### src/rtl/bis_pkg.sv
// bis_pkg: constants, types and helper functions of the bilinear image sampler
// used by the channel interfaces, the blend datapath and the top level
// no dependencies
package bis_pkg;

    // image store geometry and number formats
    localparam int MAX_WIDTH       = 512;
    localparam int MAX_HEIGHT      = 512;
    localparam int PIXEL_BITS      = 16;
    localparam int COORD_FRAC_BITS = 8;

    // fixed field widths of the channels
    localparam int OPCODE_W      = 1;
    localparam int PIX_POS_W     = 9;
    localparam int VALUE_FIELD_W = 16;
    localparam int COORD_W       = 18;
    localparam int CFG_INDEX_W   = 2;
    localparam int CFG_DATA_W    = 16;
    localparam int DIM_FIELD_W   = 10;
    localparam int OUT_W         = 40;
    localparam int OUT_FRAC      = 16;

    // coordinate and dimension widths
    localparam int COL_W   = (MAX_WIDTH > 2) ? $clog2(MAX_WIDTH) : 1;
    localparam int ROW_W   = (MAX_HEIGHT > 2) ? $clog2(MAX_HEIGHT) : 1;
    localparam int DIM_W_X = $clog2(MAX_WIDTH + 1);
    localparam int DIM_W_Y = $clog2(MAX_HEIGHT + 1);
    localparam int INT_W   = COORD_W - COORD_FRAC_BITS;
    localparam int EXT_A   = (INT_W > DIM_W_X) ? INT_W : DIM_W_X;
    localparam int EXT_W   = (EXT_A > DIM_W_Y) ? EXT_A : DIM_W_Y;
    localparam int FRAC_W  = COORD_FRAC_BITS + 1;

    // four banks split by row and column parity
    localparam int NUM_BANKS   = 4;
    localparam int NUM_CORNERS = 4;
    localparam int BANK_SEL_W  = 2;
    localparam int BANK_COLS   = (MAX_WIDTH + 1) / 2;
    localparam int BANK_ROWS   = (MAX_HEIGHT + 1) / 2;
    localparam int BANK_DEPTH  = BANK_COLS * BANK_ROWS;
    localparam int BANK_AW     = (BANK_DEPTH > 1) ? $clog2(BANK_DEPTH) : 1;
    localparam int PIX_W       = PIXEL_BITS + 1;

    // blend datapath widths
    localparam int CMP_W = PIXEL_BITS + VALUE_FIELD_W;
    localparam int DIFF_W = PIXEL_BITS + 1;
    localparam int V_W   = PIXEL_BITS + COORD_FRAC_BITS + 3;
    localparam int D_W   = V_W + 1;
    localparam int R_W   = V_W + COORD_FRAC_BITS + 3;
    localparam int SHL   = (2 * COORD_FRAC_BITS <= OUT_FRAC) ? OUT_FRAC - 2 * COORD_FRAC_BITS : 0;
    localparam int SHR   = (2 * COORD_FRAC_BITS > OUT_FRAC) ? 2 * COORD_FRAC_BITS - OUT_FRAC : 0;
    localparam int RND_C = (SHR > 0) ? (1 << ((SHR > 0) ? SHR - 1 : 0)) : 0;
    localparam int S_W   = R_W + SHL;
    localparam int SAT_W = ((S_W > OUT_W) ? S_W : OUT_W) + 1;

    localparam logic signed [OUT_W-1:0] OUT_MAX = {1'b0, {(OUT_W-1){1'b1}}};
    localparam logic signed [OUT_W-1:0] OUT_MIN = {1'b1, {(OUT_W-1){1'b0}}};

    typedef enum logic [OPCODE_W-1:0] {
        OP_WRITE = 1'b0,
        OP_QUERY = 1'b1
    } t_opcode;

    typedef enum logic [CFG_INDEX_W-1:0] {
        CFG_IMAGE_WIDTH  = 2'd0,
        CFG_IMAGE_HEIGHT = 2'd1,
        CFG_BLANK_VALUE  = 2'd2
    } t_cfg_reg;

    typedef struct packed {
        logic                         invalid;
        logic signed [PIXEL_BITS-1:0] value;
    } t_pixel;

    typedef struct packed {
        logic              outside;
        logic              ix0;
        logic              iy0;
        logic [FRAC_W-1:0] fx;
        logic [FRAC_W-1:0] fy;
    } t_query_meta;

    typedef struct packed {
        logic load_mid;
        logic load_out;
    } t_blend_ctrl;

    function automatic int clamp_dim(int v, int maxv);
        int r;
        r = v;
        if (v < 2) begin
            r = 2;
        end else if (v > maxv) begin
            r = maxv;
        end
        return r;
    endfunction

    localparam int RST_WIDTH  = clamp_dim(512, MAX_WIDTH);
    localparam int RST_HEIGHT = clamp_dim(512, MAX_HEIGHT);

    // truncate or sign-extend a written sample to the stored pixel width
    function automatic logic signed [PIXEL_BITS-1:0] fit_pixel(
        logic signed [VALUE_FIELD_W-1:0] v
    );
        logic signed [PIXEL_BITS+VALUE_FIELD_W-1:0] ext;
        ext = (PIXEL_BITS + VALUE_FIELD_W)'(v);
        return ext[PIXEL_BITS-1:0];
    endfunction

endpackage

### src/rtl/bis_blend.sv
// bis_blend: corner unscrambling, missing-data test and two-step bilinear blend
// two register stages: row blends, then column blend with rescale and saturation
// depends on bis_pkg
module bis_blend (
    input  logic                                    i_clk,
    input  bis_pkg::t_blend_ctrl                    i_ctrl,
    input  bis_pkg::t_query_meta                    i_meta,
    input  bis_pkg::t_pixel                         i_bank_data [bis_pkg::NUM_BANKS],
    input  logic signed [bis_pkg::VALUE_FIELD_W-1:0] i_blank_value,
    output logic signed [bis_pkg::OUT_W-1:0]        o_value,
    output logic                                    o_blank
);
    import bis_pkg::*;

    logic signed [PIXEL_BITS-1:0] eff [NUM_CORNERS];
    logic [NUM_CORNERS-1:0]       missing;
    logic [BANK_SEL_W-1:0]        bsel;
    t_pixel                       pix;
    logic signed [DIFF_W-1:0]     d0;
    logic signed [DIFF_W-1:0]     d1;
    logic signed [FRAC_W:0]       fxs;
    logic signed [V_W-1:0]        p0;
    logic signed [V_W-1:0]        p1;
    logic signed [V_W-1:0]        n_m0;
    logic signed [V_W-1:0]        n_m1;
    logic                         n_blank_mid;

    logic signed [V_W-1:0]        r_m0;
    logic signed [V_W-1:0]        r_m1;
    logic [FRAC_W-1:0]            r_fy;
    logic                         r_blank_mid;

    logic signed [D_W-1:0]        dd;
    logic signed [FRAC_W:0]       fys;
    logic signed [R_W-1:0]        prod;
    logic signed [R_W-1:0]        rsum;
    logic signed [S_W-1:0]        scaled;
    logic signed [S_W-1:0]        rounded;
    logic signed [SAT_W-1:0]      wide;
    logic signed [OUT_W-1:0]      sat_val;
    logic signed [OUT_W-1:0]      blank_out;

    logic signed [OUT_W-1:0]      r_value;
    logic                         r_blank;

    // corner c = dy*2+dx sits in the bank of matching row and column parity
    always_comb begin
        bsel = '0;
        pix  = '0;
        for (int c = 0; c < NUM_CORNERS; c++) begin
            bsel       = {i_meta.iy0 ^ c[1], i_meta.ix0 ^ c[0]};
            pix        = i_bank_data[bsel];
            missing[c] = pix.invalid ||
                         (CMP_W'($signed(pix.value)) == CMP_W'(i_blank_value));
            eff[c]     = pix.invalid ? '0 : pix.value;
        end
    end

    always_comb begin
        fxs  = $signed({1'b0, i_meta.fx});
        d0   = DIFF_W'(eff[1]) - DIFF_W'(eff[0]);
        d1   = DIFF_W'(eff[3]) - DIFF_W'(eff[2]);
        p0   = d0 * fxs;
        p1   = d1 * fxs;
        n_m0 = (V_W'(eff[0]) <<< COORD_FRAC_BITS) + p0;
        n_m1 = (V_W'(eff[2]) <<< COORD_FRAC_BITS) + p1;
        n_blank_mid = i_meta.outside || (&missing);
    end

    always_ff @(posedge i_clk) begin
        if (i_ctrl.load_mid) begin
            r_m0        <= n_m0;
            r_m1        <= n_m1;
            r_fy        <= i_meta.fy;
            r_blank_mid <= n_blank_mid;
        end
    end

    always_comb begin
        dd      = D_W'(r_m1) - D_W'(r_m0);
        fys     = $signed({1'b0, r_fy});
        prod    = dd * fys;
        rsum    = (R_W'(r_m0) <<< COORD_FRAC_BITS) + prod;
        scaled  = S_W'(rsum) <<< SHL;
        // round half up when the product carries more than 16 fraction bits
        rounded = (scaled + S_W'(RND_C)) >>> SHR;
        wide    = SAT_W'(rounded);
        if (wide > SAT_W'(OUT_MAX)) begin
            sat_val = OUT_MAX;
        end else if (wide < SAT_W'(OUT_MIN)) begin
            sat_val = OUT_MIN;
        end else begin
            sat_val = wide[OUT_W-1:0];
        end
        blank_out = OUT_W'(i_blank_value) <<< OUT_FRAC;
    end

    always_ff @(posedge i_clk) begin
        if (i_ctrl.load_out) begin
            r_value <= r_blank_mid ? blank_out : sat_val;
            r_blank <= r_blank_mid;
        end
    end

    assign o_value = r_value;
    assign o_blank = r_blank;

endmodule

### config.mk
export PLATFORM = sky130hd
export DESIGN_NAME = bis_blend
export DESIGN_NICKNAME = d
export VERILOG_FILES = /design/src/rtl/bis_pkg.sv /design/src/rtl/bis_blend.sv
export SDC_FILE = /design/constraint.sdc
export NUM_CORES = 2
export LEC_CHECK = 0
export ABC_AREA = 1
export BUFFER_PORTS_ARGS = -buffer_cell sky130_fd_sc_hd__buf_4
export CELL_PAD_IN_SITES_DETAIL_PLACEMENT = 0
export CELL_PAD_IN_SITES_GLOBAL_PLACEMENT = 1
export CORE_MARGIN = 5
export CORE_UTILIZATION = 30
export DETAILED_ROUTE_END_ITERATION = 10
export HOLD_SLACK_MARGIN = 0.1
export PLACE_DENSITY_LB_ADDON = 0.1
export SLEW_MARGIN = 25
export SYNTH_ARGS = -nofsm -noshare
export SYNTH_HDL_FRONTEND = slang
export SYNTH_SLANG_ARGS = --single-unit
### constraint.sdc
create_clock -name i_clk -period 16.5 [get_ports i_clk]
set_input_delay 3.3 -clock i_clk [delete_from_list [all_inputs] [get_ports i_clk]]
set_output_delay 3.3 -clock i_clk [all_outputs]
set_load 0.02 [all_outputs]
# Yosys cells after proc, flatten, opt, wreduce, memory -nomap -nowiden
# Index checks and enable logic that the tools add are counted.
# word_totals
in_bits,108
elab_cells,57
regBits,105
output_inout_bits,41
# op_classes
n_reduce_logical,6
n_addsub,6
magnitude_cmp,6
n_eq_ne,4
mux,19
n_bitwise,6
multipliers,3
# op_table
cell,n
17-bit binary-select mux with 2-bit select,4
17-bit 2-to-1 mux,8
40-bit 2-to-1 mux,3
16-bit equality test,4
16-bit 2-to-1 mux,4
24-bit by 27-bit adder with 27-bit output,2
17-bit by 10-bit multiplier with 27-bit output,2
38-bit by 40-bit greater-than comparator with 1-bit output (second input constant),1
38-bit by 40-bit < comparator with 1-bit output (second input constant),1
35-bit by 38-bit adder with 38-bit output,1
28-bit by 10-bit multiplier with 38-bit output,1
16-bit by 16-bit subtractor with 17-bit output,2
27-bit by 27-bit subtractor with 28-bit output,1
3-bit >= comparator (second input constant),4
2-bit inverter with 3-bit output,4
1-bit logical OR,5
4-bit AND reduction,1
1-bit inverter,2

# Depth between registers and ports, before layout
# logic_depth
word_depth,9
mapped_depth,41

# Worst setup path before layout
# No wires, ideal clock.
# synth_path
path_kind,input port to flip-flop
from,input i_meta[19] (netlist name)
to,"register r_m1[26], data pin"
arrival_ns,10.026
setup_time_ns,0.260
path_slack_ns,6.214
required_time_ns,16.240
stages,37
path_cell_list,buf_4 -> inv_2 -> buf_6 -> buf_6 -> or2_1 -> o21ai_2 -> inv_2 -> o21ai_4 -> inv_4 -> nor2_1 -> ha_1 -> inv_1 -> fa_1 -> nand3_1 -> nand3_1 -> nand3_1 -> nand3_1 -> nand2_1 -> nand3_1 -> nand2_1 -> nand3_1 -> fa_1 -> inv_1 -> fa_1 -> inv_1 -> fa_1 -> fa_1 -> fa_1 -> inv_1 -> ha_1 -> inv_1 -> nor3_1 -> nand2_1 -> nor4_1 -> nand2_1 -> nand3_1 -> xnor2_1
# synth_between
elab_chain_cells,9
elab_cells_between_ends,14
cone_classes,2 x add/sub; 1 x mul; 8 x mux; 3 x bitwise
# synth_rtl
element,line,text
"start, declared",bis_blend.sv:7,"input bis_pkg::t_query_meta i_meta,"
1-bit inverter (no line),--,
2-bit inverter with 3-bit output (implied by the code),bis_blend.sv:52,pix = i_bank_data[bsel];
17-bit binary-select mux with 2-bit select,bis_blend.sv:52,
17-bit 2-to-1 mux (implied by the code) (2 in a row),bis_blend.sv:52,
16-bit 2-to-1 mux,bis_blend.sv:55,eff[c] = pix.invalid ? '0 : pix.value;
16-bit by 16-bit subtractor with 17-bit output,bis_blend.sv:62,d1 = DIFF_W'(eff[3]) - DIFF_W'(eff[2]);
17-bit by 10-bit multiplier with 27-bit output,bis_blend.sv:64,p1 = d1 * fxs;
24-bit by 27-bit adder with 27-bit output (*),bis_blend.sv:66,n_m1 = (V_W'(eff[2]) <<< COORD_FRAC_BITS) + p1;
net n_m1[26],bis_blend.sv:25,logic signed [V_W-1:0] n_m1;
"end signal, assigned",bis_blend.sv:73,r_m1 <= n_m1;
"end, declared",bis_blend.sv:29,logic signed [V_W-1:0] r_m1;
# The timed path passes the listed nets; every way through them passes the cells marked *. The select of a mux whose other input is x is not followed.
# A chain may end at the register's enable or synchronous reset.

# Worst setup path after layout
# Ends and elaborated chain as after synthesis.

==> metrics.csv <==
metric,value,unit
outcome,"finished, final reports clean",
finalClockSkew,17.9,ps
cts_root_buffer,clkbuf_16,
slew_headroom,30.9,%
routed_wl,123,mm
yosysSeqAreaShare,9.81,%
grt_use_total,22.0,%
ys_seq_elements,103,
synth_fa_ha_area_share,44.4,%
dr.pass1.iters,6,
crit_arrival,11790,ps
cp_slowest_cell,fa_1,
cp_max_fo,69,
first_global_vias,29100,
port_buffers,148,
fmaxAchievable,85.8,MHz
die_h,334,um
yosys-top-cells-area,"fa_1 34%, ha_1 11%, nand2_1 10%, inv_1 10%, edfxtp_1 9.8%",
path_buf_inv,9,
initial_utilization,30.1,%
cts_hold_buf,0,
cpLargestDelayFamily,adder cells,
synthMuxAreaShare,0,%
tightest_slew,1040,ps
yosysTopAreaCellShare,33.6,%
yosysTopAreaCell,fa_1,
cts_buffers,9,
grt-ovfl-total,0,
synth_fp_nets,5125,
cts_setup_buffers,0,
synth_flop_cell,edfxtp_1,
crit_type,primary input to flop,
synthDistinctLibCells,47,
synth_compound_area_share,6.12,%
crit_path_start_kind,primary input,
dieWidth,334,um
dpl_cell_area,34200,sq um
synth-xor-area-share,2.72,%
min-delay-path-class,flop to flop,
drv_cap,0,
crit_path_end_kind,flop,
slew_violations,0,
via_per_inst,4.76,
ioPinCount,149,
drc,0,
drt-initial-drc-count,1490,
min_period,11650,ps
yosys_warnings,0,
cts.reportedPaths.clkPinSlew,90,ps
design_area,34500,sq um
grt_max_degree,70,
crit_path_frequent_cell,nand3_1,
grt_pass1_wl,186,mm
vias,27100,
timing.rr.end,o_value[17],
fin_setup_tns,0,ps
fin_crit_sh,70.6,%
clk_latency,410,ps
rrSetupSlack,8350,ps
critical_path_required,16630,ps
async_flop_share,0,%
synth_area_per_cell,7.48,sq um
hold_path_end,o_blank,
final_antenna_net_count,0,
drive_gt1_share,6.59,%
num-nets-final,5212,
cts_sinks,103,
dieArea,112000,sq um
synth.cells.most_frequent,"881 x nand2_1, 861 x inv_1, 529 x fa_1",
tritoncts,yes,
synth-simple-area-share,25.2,%
core,105000,sq um
syn_inst,4215,
synth_top_family_by_area,adder cells,
seqCellArea,3090,sq um
place_congestion,0.896,
holdPathStages,1,
r2r-start,r_m0[0],
slowest_delay,740,ps
final-setup-viol-count,0,
clockBufferDepth,2,
worstHoldStart,r_blank_mid,
placementRows,119,
ctsResizeCount,0,
wl_per_cell,21.5,um
multiInputGateArea,24800,sq um
place_hpwl,106,mm
rsz0062_at_grt,false,
reg2regPathDepth,27,
synth_edf_count,103,
synthToLayoutAreaGrowth,9.28,%
yosys.cell_count.top_type,nand2_1,
antenna_found_initial,4,
fillers,11500,
syn_area,31500,sq um
h-tree-depth,3,
final_hold_viol_count,0,
state kept, by name (all words and copies together), names as in the netlist:
register	cells
r_m1	27
r_m0	27
r_fy	9
r_blank_mid	1
o_blank	1
o_value	38
cells by family after synthesis:
logic type	Yosys count
simple gates	1896
xor+xnor	97
flops	103
fa+ha+maj	802
buf+inv	968
compound gates	349
layout by cell type, fill, tap and decap left out, types with 3 or more instances in the layout:
cell         n
a21boi_0     7
a21o_1      14
a21oi_1    179
a31oi_1      5
buf_4      173
clkbuf_16    9
edfxtp_1   103
fa_1       529
ha_1       273
inv_1      861
inv_2        6
inv_6        3
nand2_1    881
nand3_1    405
nand4_1     25
nor2_1     474
nor2_2      14
nor3_1      26
o21ai_0     99
o21ai_1      8
o21ai_2      6
o21bai_1    15
o31ai_1      4
or2_1        3
or2_2       56
xnor2_1     37
xor2_1      56
per-stage QoR:
step                hold slack (ps)  instances  setup slack, ps  utilization [%]
floorplan                       516       4215             6210                -
global placement                722       5682             4490             32.6
detailed placement              719       5682             4450             32.6
CTS                             737       5698             4880             32.9
global route                    751       5698             4350             32.9
finish                          742       5699             4850             32.9
area by class of cell:
cell class	instances	area share [%]
clock inverters	7	0.211
flip-flops and latches	103	8.97
inverters	871	9.50
well taps	1391	5.05
multi-input cells	3144	71.8
clock buffers	9	0.653
diodes	1	0.00726
repair buffers	173	3.77
worst max-delay path by stage:
stage / slack (ps) / from / depth (start not counted) / endpoint
finish: 4850 / i_meta[19] / 35 / r_m1[26]
global route: 4350 / i_meta[19] / 35 / r_m1[26]
CTS: 4880 / i_meta[18] / 33 / r_m1[26]
detailed placement: 4450 / i_meta[18] / 31 / r_m0[26]
global placement: 4490 / i_meta[19] / 35 / r_m1[26]
floorplan: 6210 / i_meta[19] / 37 / r_m1[26]
worst register-to-register path, stage by stage (launching register included):
cell and delay, ps:
edfxtp_1 530, ha_1 260, inv_1 240, fa_1 260, nand2_1 80, nand2_1 100, o21ai_2 90, o21ai_2 220
nand2_1 80, nand2_1 190, xor2_2 590, nand2_1 180, fa_1 560, inv_1 50, fa_1 490, fa_1 550
fa_1 570, inv_1 60, fa_1 620, inv_1 70, ha_1 370, a21oi_1 290, o21ai_0 220, a21oi_1 140
o21ai_0 330, or2_2 400, nand3_1 190, o21ai_0 130
routing by layer:
metal | track usage [%] | routed length [um]
met5 | 0 | 0
met4 | 4.56 | 2490
met3 | 1.01 | 2480
met2 | 41.6 | 64600
met1 | 27.9 | 53000
Power is left out: the tool's default activity adds up to more than one toggle a clock period on the data nets, which glitch-free logic cannot reach.
